## src/rtl/core/stc_pkg.sv

```systemverilog
package stc_pkg;

    localparam int POS_BITS = 32;

    localparam logic KIND_CLASS = 1'b0;
    localparam logic KIND_BIN   = 1'b1;

    typedef struct packed {
        logic        last;
        logic        kind;
        logic [31:0] bin_count;
        logic [5:0]  bin_index;
        logic [31:0] longer_than_max;
        logic [32:0] total_sstar_length;
        logic [31:0] count_sstar;
        logic [32:0] count_stype;
        logic [31:0] sstar_length;
        logic        sstar_found;
        logic        is_stype;
        logic [31:0] position;
    } result_t;

endpackage

```

## src/rtl/core/stc_ram.sv

```systemverilog
module stc_ram #(
    parameter int WIDTH = 32,
    parameter int DEPTH = 51
) (
    input  logic                     clk,
    input  logic                     we,
    input  logic [$clog2(DEPTH)-1:0] waddr,
    input  logic [WIDTH-1:0]         wdata,
    input  logic                     re,
    input  logic [$clog2(DEPTH)-1:0] raddr,
    output logic [WIDTH-1:0]         rdata
);

    logic [WIDTH-1:0] mem [DEPTH];

    always_ff @(posedge clk)
    begin
        if (we)
        begin
            mem[waddr] <= wdata;
        end
        if (re)
        begin
            rdata <= mem[raddr];
        end
    end

endmodule

```

## src/rtl/core/stc_skid.sv

```systemverilog
module stc_skid (
    input  logic             clk,
    input  logic             rst_n,
    input  logic             in_valid,
    output logic             in_ready,
    input  stc_pkg::result_t in_data,
    output logic             out_valid,
    input  logic             out_ready,
    output stc_pkg::result_t out_data
);

    import stc_pkg::*;

    result_t main_reg;
    result_t skid_reg;
    logic    main_valid_reg;
    logic    skid_valid_reg;
    logic    in_fire;

    assign in_ready  = !skid_valid_reg;
    assign in_fire   = in_valid && in_ready;
    assign out_valid = main_valid_reg;
    assign out_data  = main_reg;

    always_ff @(posedge clk or negedge rst_n)
    begin
        if (!rst_n)
        begin
            main_reg       <= '0;
            skid_reg       <= '0;
            main_valid_reg <= 1'b0;
            skid_valid_reg <= 1'b0;
        end
        else if (!main_valid_reg || out_ready)
        begin
            if (skid_valid_reg)
            begin
                main_reg       <= skid_reg;
                main_valid_reg <= 1'b1;
                skid_valid_reg <= 1'b0;
            end
            else if (in_fire)
            begin
                main_reg       <= in_data;
                main_valid_reg <= 1'b1;
            end
            else
            begin
                main_valid_reg <= 1'b0;
            end
        end
        else if (in_fire)
        begin
            skid_reg       <= in_data;
            skid_valid_reg <= 1'b1;
        end
    end

endmodule

```

## src/rtl/core/suffix_type_classifier_top.sv

```systemverilog
// suffix type classifier: S/L typing of a text fed from its last position down to 0
//
// input stream: one symbol per transaction, tdata = symbol, tuser = special flag.
// output stream: one classification transaction per symbol (tuser = 0), and after
// position 0 one histogram transaction per bin 0..HIST_MAX_LEN (tuser = 1), the
// last of them with tlast set.
// configuration: cfg_wr_en/cfg_wr_data write total_length and restart the run;
// write only while the block is idle.
// throughput: one symbol per cycle while running and not stalled; a classification
// result is loaded into the output stage at the edge that takes its symbol.
// end of run: input is held off through the drain state and while the histogram
// memory is read out through its single read port, one bin per cycle unless the
// output stage is full; statistics are then cleared and the next run starts.
// output stall: a two-entry output stage holds results; it holds off the input
// only when both entries are full.
// reset: total_length = 1, empty statistics, the histogram reads as all zero.
module suffix_type_classifier_top #(
    parameter int HIST_MAX_LEN = 50
) (
    input  logic         clk,
    input  logic         rst_n,
    input  logic         cfg_wr_en,
    input  logic [31:0]  cfg_wr_data,
    input  logic         s_tvalid,
    output logic         s_tready,
    input  logic [31:0]  s_tdata,   // symbol
    input  logic         s_tuser,   // is_special
    output logic         m_tvalid,
    input  logic         m_tready,
    output logic [239:0] m_tdata,   // position, is_stype, sstar_found, sstar_length,
                                    // count_stype, count_sstar, total_sstar_length,
                                    // longer_than_max, bin_index, bin_count, zero pad
    output logic         m_tuser,   // kind
    output logic         m_tlast    // last
);

    import stc_pkg::*;

    localparam int BINS     = HIST_MAX_LEN + 1;
    localparam int BIN_BITS = $clog2(BINS);

    typedef enum logic [1:0] {ST_RUN, ST_DRAIN, ST_READOUT} state_t;

    state_t               state_reg;
    logic [31:0]          total_length_reg;
    logic [POS_BITS-1:0]  pos_reg;
    logic [31:0]          next_symbol_reg;
    logic                 next_special_reg;
    logic                 next_is_s_reg;
    logic [POS_BITS-1:0]  next_sstar_pos_reg;
    logic [32:0]          stype_total_reg;
    logic [31:0]          sstar_total_reg;
    logic [32:0]          sstar_sum_reg;
    logic [31:0]          overflow_reg;
    logic [BINS-1:0]      hist_valid_reg;

    logic                 upd_pend_reg;
    logic [BIN_BITS-1:0]  upd_addr_reg;
    logic                 upd_hit_reg;

    logic [BIN_BITS-1:0]  rd_addr_reg;
    logic                 rd_all_reg;
    logic                 rd_pend_reg;
    logic [BIN_BITS-1:0]  rd_bin_reg;
    logic                 rd_hit_reg;

    logic [32:0]          stype_total_next;
    logic [31:0]          sstar_total_next;
    logic [32:0]          sstar_sum_next;
    logic [31:0]          overflow_next;

    logic                 skid_in_valid;
    logic                 skid_in_ready;
    result_t              skid_in_data;
    result_t              out_data;

    logic                 in_fire;
    logic                 cur_s;
    logic                 found;
    logic [POS_BITS-1:0]  sstar_len;
    logic                 in_hist;
    logic [BIN_BITS-1:0]  len_bin;
    logic                 upd_start;

    logic                 rd_push;
    logic                 rd_issue;
    logic                 rd_last;

    logic                 ram_we;
    logic [31:0]          ram_wdata;
    logic                 ram_re;
    logic [BIN_BITS-1:0]  ram_raddr;
    logic [31:0]          ram_rdata;

    logic [31:0]          start_len_raw;
    logic [POS_BITS-1:0]  start_len;
    logic                 restart;

    result_t              class_res;
    result_t              bin_res;

    // classification
    assign in_fire = s_tvalid && s_tready;

    always_comb
    begin
        if (s_tuser)
        begin
            cur_s = 1'b0;
        end
        else if (next_special_reg)
        begin
            cur_s = 1'b1;
        end
        else
        begin
            cur_s = (s_tdata < next_symbol_reg) ||
                    ((s_tdata == next_symbol_reg) && next_is_s_reg);
        end
    end

    assign found     = !cur_s && next_is_s_reg;
    assign sstar_len = next_sstar_pos_reg - pos_reg;
    assign in_hist   = sstar_len <= POS_BITS'(HIST_MAX_LEN);
    assign len_bin   = sstar_len[BIN_BITS-1:0];
    assign upd_start = in_fire && found && in_hist;

    assign stype_total_next = stype_total_reg + 33'(cur_s);
    assign sstar_total_next = sstar_total_reg + 32'(found);
    assign sstar_sum_next   = found ? sstar_sum_reg + 33'(sstar_len) : sstar_sum_reg;
    assign overflow_next    = overflow_reg + 32'(found && !in_hist);

    always_comb
    begin
        class_res                    = '0;
        class_res.kind               = KIND_CLASS;
        class_res.position           = pos_reg;
        class_res.is_stype           = cur_s;
        class_res.sstar_found        = found;
        class_res.sstar_length       = found ? sstar_len : '0;
        class_res.count_stype        = stype_total_next;
        class_res.count_sstar        = sstar_total_next;
        class_res.total_sstar_length = sstar_sum_next;
        class_res.longer_than_max    = overflow_next;
    end

    // histogram readout
    assign rd_push  = (state_reg == ST_READOUT) && rd_pend_reg && skid_in_ready;
    assign rd_issue = (state_reg == ST_READOUT) && !rd_all_reg && (!rd_pend_reg || rd_push);
    assign rd_last  = rd_bin_reg == BIN_BITS'(HIST_MAX_LEN);

    always_comb
    begin
        bin_res                    = '0;
        bin_res.kind               = KIND_BIN;
        bin_res.count_stype        = stype_total_reg;
        bin_res.count_sstar        = sstar_total_reg;
        bin_res.total_sstar_length = sstar_sum_reg;
        bin_res.longer_than_max    = overflow_reg;
        bin_res.bin_index          = 6'(rd_bin_reg);
        bin_res.bin_count          = rd_hit_reg ? ram_rdata : '0;
        bin_res.last               = rd_last;
    end

    // histogram memory port control
    assign ram_re    = (state_reg == ST_READOUT) ? rd_issue : upd_start;
    assign ram_raddr = (state_reg == ST_READOUT) ? rd_addr_reg : len_bin;
    assign ram_we    = upd_pend_reg;
    assign ram_wdata = (upd_hit_reg ? ram_rdata : '0) + 32'd1;

    assign skid_in_valid = in_fire || rd_push;
    assign skid_in_data  = (state_reg == ST_READOUT) ? bin_res : class_res;
    assign s_tready      = (state_reg == ST_RUN) && skid_in_ready;

    // run start values
    assign restart       = cfg_wr_en || (rd_push && rd_last);
    assign start_len_raw = cfg_wr_en ? cfg_wr_data : total_length_reg;
    assign start_len     = (start_len_raw[POS_BITS-1:0] == '0) ?
                           POS_BITS'(1) : start_len_raw[POS_BITS-1:0];

    always_ff @(posedge clk or negedge rst_n)
    begin
        if (!rst_n)
        begin
            state_reg          <= ST_RUN;
            total_length_reg   <= 32'd1;
            pos_reg            <= '0;
            next_symbol_reg    <= '0;
            next_special_reg   <= 1'b1;
            next_is_s_reg      <= 1'b1;
            next_sstar_pos_reg <= POS_BITS'(1);
            stype_total_reg    <= 33'd1;
            sstar_total_reg    <= '0;
            sstar_sum_reg      <= '0;
            overflow_reg       <= '0;
            hist_valid_reg     <= '0;
            upd_pend_reg       <= 1'b0;
            upd_addr_reg       <= '0;
            upd_hit_reg        <= 1'b0;
            rd_addr_reg        <= '0;
            rd_all_reg         <= 1'b0;
            rd_pend_reg        <= 1'b0;
            rd_bin_reg         <= '0;
            rd_hit_reg         <= 1'b0;
        end
        else
        begin
            if (upd_pend_reg)
            begin
                hist_valid_reg[upd_addr_reg] <= 1'b1;
            end
            upd_pend_reg <= upd_start;
            if (upd_start)
            begin
                upd_addr_reg <= len_bin;
                upd_hit_reg  <= hist_valid_reg[len_bin];
            end

            case (state_reg)
                ST_RUN:
                begin
                    if (in_fire)
                    begin
                        next_symbol_reg  <= s_tdata;
                        next_special_reg <= s_tuser;
                        next_is_s_reg    <= cur_s;
                        stype_total_reg  <= stype_total_next;
                        sstar_total_reg  <= sstar_total_next;
                        sstar_sum_reg    <= sstar_sum_next;
                        overflow_reg     <= overflow_next;
                        if (found)
                        begin
                            next_sstar_pos_reg <= pos_reg + POS_BITS'(1);
                        end
                        if (pos_reg == '0)
                        begin
                            state_reg <= ST_DRAIN;
                        end
                        else
                        begin
                            pos_reg <= pos_reg - POS_BITS'(1);
                        end
                    end
                end
                ST_DRAIN:
                begin
                    rd_addr_reg <= '0;
                    rd_all_reg  <= 1'b0;
                    rd_pend_reg <= 1'b0;
                    state_reg   <= ST_READOUT;
                end
                ST_READOUT:
                begin
                    if (rd_issue)
                    begin
                        rd_pend_reg <= 1'b1;
                        rd_bin_reg  <= rd_addr_reg;
                        rd_hit_reg  <= hist_valid_reg[rd_addr_reg];
                        if (rd_addr_reg == BIN_BITS'(HIST_MAX_LEN))
                        begin
                            rd_all_reg <= 1'b1;
                        end
                        else
                        begin
                            rd_addr_reg <= rd_addr_reg + BIN_BITS'(1);
                        end
                    end
                    else if (rd_push)
                    begin
                        rd_pend_reg <= 1'b0;
                    end
                end
                default:
                begin
                    state_reg <= ST_RUN;
                end
            endcase

            if (cfg_wr_en)
            begin
                total_length_reg <= cfg_wr_data;
            end
            if (restart)
            begin
                state_reg          <= ST_RUN;
                pos_reg            <= start_len - POS_BITS'(1);
                next_symbol_reg    <= '0;
                next_special_reg   <= 1'b1;
                next_is_s_reg      <= 1'b1;
                next_sstar_pos_reg <= start_len;
                stype_total_reg    <= 33'd1;
                sstar_total_reg    <= '0;
                sstar_sum_reg      <= '0;
                overflow_reg       <= '0;
                hist_valid_reg     <= '0;
                upd_pend_reg       <= 1'b0;
                rd_pend_reg        <= 1'b0;
            end
        end
    end

    stc_ram #(
        .WIDTH (32),
        .DEPTH (BINS)
    ) u_hist_ram (
        .clk   (clk),
        .we    (ram_we),
        .waddr (upd_addr_reg),
        .wdata (ram_wdata),
        .re    (ram_re),
        .raddr (ram_raddr),
        .rdata (ram_rdata)
    );

    stc_skid u_out_skid (
        .clk       (clk),
        .rst_n     (rst_n),
        .in_valid  (skid_in_valid),
        .in_ready  (skid_in_ready),
        .in_data   (skid_in_data),
        .out_valid (m_tvalid),
        .out_ready (m_tready),
        .out_data  (out_data)
    );

    assign m_tdata = {6'b0,
                      out_data.bin_count,
                      out_data.bin_index,
                      out_data.longer_than_max,
                      out_data.total_sstar_length,
                      out_data.count_sstar,
                      out_data.count_stype,
                      out_data.sstar_length,
                      out_data.sstar_found,
                      out_data.is_stype,
                      out_data.position};
    assign m_tuser = out_data.kind;
    assign m_tlast = out_data.last;

endmodule
```

## config.mk

```make
export PLATFORM = sky130hd
export DESIGN_NAME = suffix_type_classifier_top
export DESIGN_NICKNAME = d
export VERILOG_FILES = /design/src/rtl/core/stc_pkg.sv /design/src/rtl/core/stc_ram.sv /design/src/rtl/core/stc_skid.sv /design/src/rtl/core/suffix_type_classifier_top.sv
export SDC_FILE = /design/constraint.sdc
export NUM_CORES = 2
export LEC_CHECK = 0
export ABC_AREA = 0
export BUFFER_PORTS_ARGS = -buffer_cell sky130_fd_sc_hd__clkbuf_2
export CAP_MARGIN = 20
export CORE_MARGIN = 2
export CORE_UTILIZATION = 55
export CTS_CLUSTER_DIAMETER = 60
export CTS_CLUSTER_SIZE = 20
export DETAILED_ROUTE_END_ITERATION = 6
export PLACE_DENSITY = 0.82
export REMOVE_ABC_BUFFERS = 1
export SYNTH_ARGS = -nofsm -noshare
export SYNTH_HDL_FRONTEND = slang
export SYNTH_SLANG_ARGS = --single-unit
```

## constraint.sdc

```tcl
create_clock -name clk -period 13.7 [get_ports clk]
set_input_delay 2.74 -clock clk [delete_from_list [all_inputs] [get_ports clk]]
set_output_delay 2.74 -clock clk [all_outputs]
set_load 0.01 [all_outputs]
```

==> flow_summary_export.csv <==
group,metric,value,unit
outcome,status,"complete, but fails checks",
outcome,violations,"design-rule violations",
power_and_ir_drop,finalPower,18.3,mW
timing,maxSlewHeadroom,23.7,%
logic_synthesis,avgSynthCellArea,13.4,um^2
worst_hold_path,hold_class,"flop to flop",
critical_path,required,14.46,ns
global_routing,grt_antenna_before_repair,4,
critical_path,arrival,7.80,ns
die,core_region_area,193000,um^2
timing,setup_violations,0,
power_and_ir_drop,powerDensity,157,nW/um^2
cells_and_area,instances_no_fill,10700,
cts,clockRootBuffer,"clkbuf_16",
cts,clkLatencyLatePin,0.88,ns
drt,drt_pass1_iterations,7,
cells_and_area,layout-drive-gt1-share,15.5,%
logic_synthesis,synth_cell_type_count,84,
placement,dp_slack,5.81,ns
cts,numCtsBuffers,161,
critical_path,endpoint_kind,"flop",
placement,io_buffers,307,
die,rows,161,
die,die_w,444,um
cells_and_area,fin_nets,8258,
die,start_util,55.3,%
cts,htree_levels,4,
drt,drtIter0Drc,8961,
die,dieArea,197000,um^2
cells_and_area,largest_register_ffs,1632,
logic_synthesis,synth-main-ff-cell,"edfxtp_1",
cts,clock_sinks,2474,
critical_path,critPathKind,"input port to flop",
power_and_ir_drop,p_int,12.3,mW
cts,cts_tree,"built",
timing,skew,0.0995,ns
placement,dpl.hpwl,161,mm
global_routing,grt_pass1_wl,410,mm
critical_path,start_kind,"input port",
logic_synthesis,yosysWarningCount,0,
drt,wirelength,273,mm
logic_synthesis,synthArstFlopShare,32.7,%
power_and_ir_drop,p_sw,6.07,mW
power_and_ir_drop,power.leakage,38.8,nW
die,fp.dieH,444,um
cts,hold_buffers,0,
drt,wl_per_cell,25.5,um
cts,clockBufferDepth,3,
power_and_ir_drop,power_frac_seq,46.1,%
cells_and_area,area_delta_synth_final,9.59,%
global_routing,grt_max_degree,225,
timing,finalSetupTns,0,ns
logic_synthesis,synth_edf_count,1664,
die,io_pins,314,
drt,ant_nets,0,
power_and_ir_drop,clkPwrFrac,28.0,%
drt,drc,1,
critical_path,cp_max_fo,7,
timing,fin_crit_sh,51.4,%
timing,fmax,142,MHz
timing,worst_pin_slew,1.14,ns
timing,slew_violations,0,
placement,finalWeightedCongestion,0.926,
logic_synthesis,seq_area_frac_synth,65.9,%
power_and_ir_drop,peakVddDrop,163,uV
global_routing,grt_overflow,0,
timing,rsz0062_at_grt,"false",
placement,place_inst,10400,
logic_synthesis,syn_inst,7938,
flow_run,maxCapViolCount,0,
logic_synthesis,synth.cell_area,107000,um^2
cells_and_area,fill_cells,13800,
logic_synthesis,ys_ff_latch,2474,
drt,viasPerCell,6.36,
global_routing,grt_pass1_vias,66500,
global_routing,grt_usage,27.4,%
timing,finalHoldViolations,0,
timing,hold_slack,0.479,ns
drt,via_count,68200,
cts,cts_resized,0,
power_and_ir_drop,p_comb_share,25.9,%
timing,post-route-min-period,7.04,ns
cts,clk_pin_slew_worst_paths,0.08,ns
timing,setup_ws,6.66,ns
cts,cts_post_setup_buffers_inserted,0,
power_and_ir_drop,p_sw_share,33.1,%
[Yosys cell counts, drive strengths merged (5+ instances only)]
master	number	area [um^2]
edfxtp	1664	50000
nand2	1015	3810
dfrtp	805	20100
nor2	691	2600
a21oi	648	3240
o21ai	540	2700
mux4	415	9350
clkbuf	379	1420
a211oi	183	1370
xnor2	171	1500
mux2i	155	1550
xor2	132	1160
inv	122	458
nand3	116	581
nor2b	112	701
buf	111	460
ha	107	1340
nor3	74	370
a21o	49	368
nand4	47	294
and3	40	250
and2	39	244
mux2	36	432
or3	35	219
o31ai	29	218
nor4	23	150
a31oi	21	131
nand2b	18	113
o211ai	18	135
o21a	13	97.6
o21bai	12	90.1
or2	11	68.8
nor3b	10	75.1
and4	8	70.1
nand3b	8	60.1
o22ai	7	43.8
a21boi	6	45.0
a211o	5	43.8
a221oi	5	50.0
dfstp	5	131
[worst max-delay path, cell delays in order]
cell	delay, ns
clkbuf_2	0.10
ha_1	0.30
nand4_1	0.13
or2_2	0.33
nor4b_1	0.53
a211o_1	0.21
a21o_1	0.32
nand2_1	0.20
nor2_1	0.18
ha_1	0.23
and3_1	0.23
nand4_1	0.23
or3_1	0.43
nor4_1	0.40
nand3_1	0.22
or2_2	0.34
nor2_1	0.13
xnor2_1	0.15
o21ai_0	0.09
mux2_2	0.30
[layout by cell type, fill, tap and decap left out, types with 72 or more instances in the layout]
cell type  Yosys  routed
xor2_1       131     127
clkbuf_2       0     306
nor2b_1      112     111
buf_4          6     141
xnor2_1      171     165
mux2i_1      155     153
nand2_1     1014    1010
ha_1         107     106
inv_1        121     121
o21ai_0      536     535
clkbuf_16      0     163
nor2_1       690     641
a211oi_1     183     183
a21oi_1      648     647
nand3_1      116     114
mux4_2       415     415
dfrtp_1      805     804
nor3_1        74      72
edfxtp_1    1664    1664
[metrics by stage]
stage	util, %	cell area [um^2]
after floorplan	-	105000
after global placement	57.8	111000
after CTS	60.6	117000
final	60.6	117000
after detailed placement	57.8	111000
after global routing	60.6	117000
[power groups by stage]
stage / Sequential, mW / Combinational, mW / Clock (mW)
after CTS: 8.46 / 4.71 / 5.18
after detailed placement: 8.62 / 4.66 / 0
after global placement: 8.60 / 4.55 / 0
after floorplan: 8.63 / 4.14 / 0
after global routing: 8.49 / 5.06 / 5.43
final: 8.46 / 4.75 / 5.13
[path summary, 6_finish.rpt]
path	from	end	slack (ns)	depth (start not counted)
setup / recovery	s_tdata[30]	u_out_skid.out_data[193]	6.66	20
hold / removal	u_out_skid.skid_reg[155]	u_out_skid.skid_reg[155]	0.48	2
setup reg to reg	pos_reg[2]	u_out_skid.out_data[194]	6.74	26
hold reg to reg	u_out_skid.skid_reg[155]	u_out_skid.skid_reg[155]	0.48	2
max in group asynchronous	rst_n	u_out_skid.out_data[22]	9.45	3
min in group asynchronous	rst_n	u_out_skid.out_data[85]	1.93	1
[metal layers]
layer  GRT usage, %  part of all wire, %  up-vias
met1           36.6                   37    33900
li1               -                    -    29400
met5              0               0.0026        -
met4           13.7                  5.6        2
met2           43.7                   48     4035
met3           4.75                  9.6      747
[final cells by class]
| type | instances | area [um^2] | area share (%) |
|---|---|---|---|
| multi-input combinational | 4856 | 34700 | 29.7 |
| timing repair buffer | 463 | 2930 | 2.51 |
| clock buffer | 200 | 4270 | 3.66 |
| inverter | 123 | 462 | 0.395 |
| clock inverter | 71 | 1060 | 0.906 |
| antenna | 3 | 7.51 | 0.00643 |
| tap | 2526 | 3160 | 2.71 |
| sequential | 2474 | 70200 | 60.1 |
[kinds of logic (layout without fill, tap and decap cells)]
family                   count (synthesis)  in the layout  synth area share, %
flip-flops                            2474           2474                 65.9
AND/OR/NAND/NOR                       2264           2264                 9.16
AO/OA/AOI/OAI                         1568           1568                 8.30
buffers and inverters                  613            857                 2.20
multiplexers                           606            606                 10.6
XOR/XNOR                               303            303                 2.50
adder cells (fa/ha/maj)                109            109                 1.29
other                                    1              9              0.00352
(Power assumes the default switching activity.)
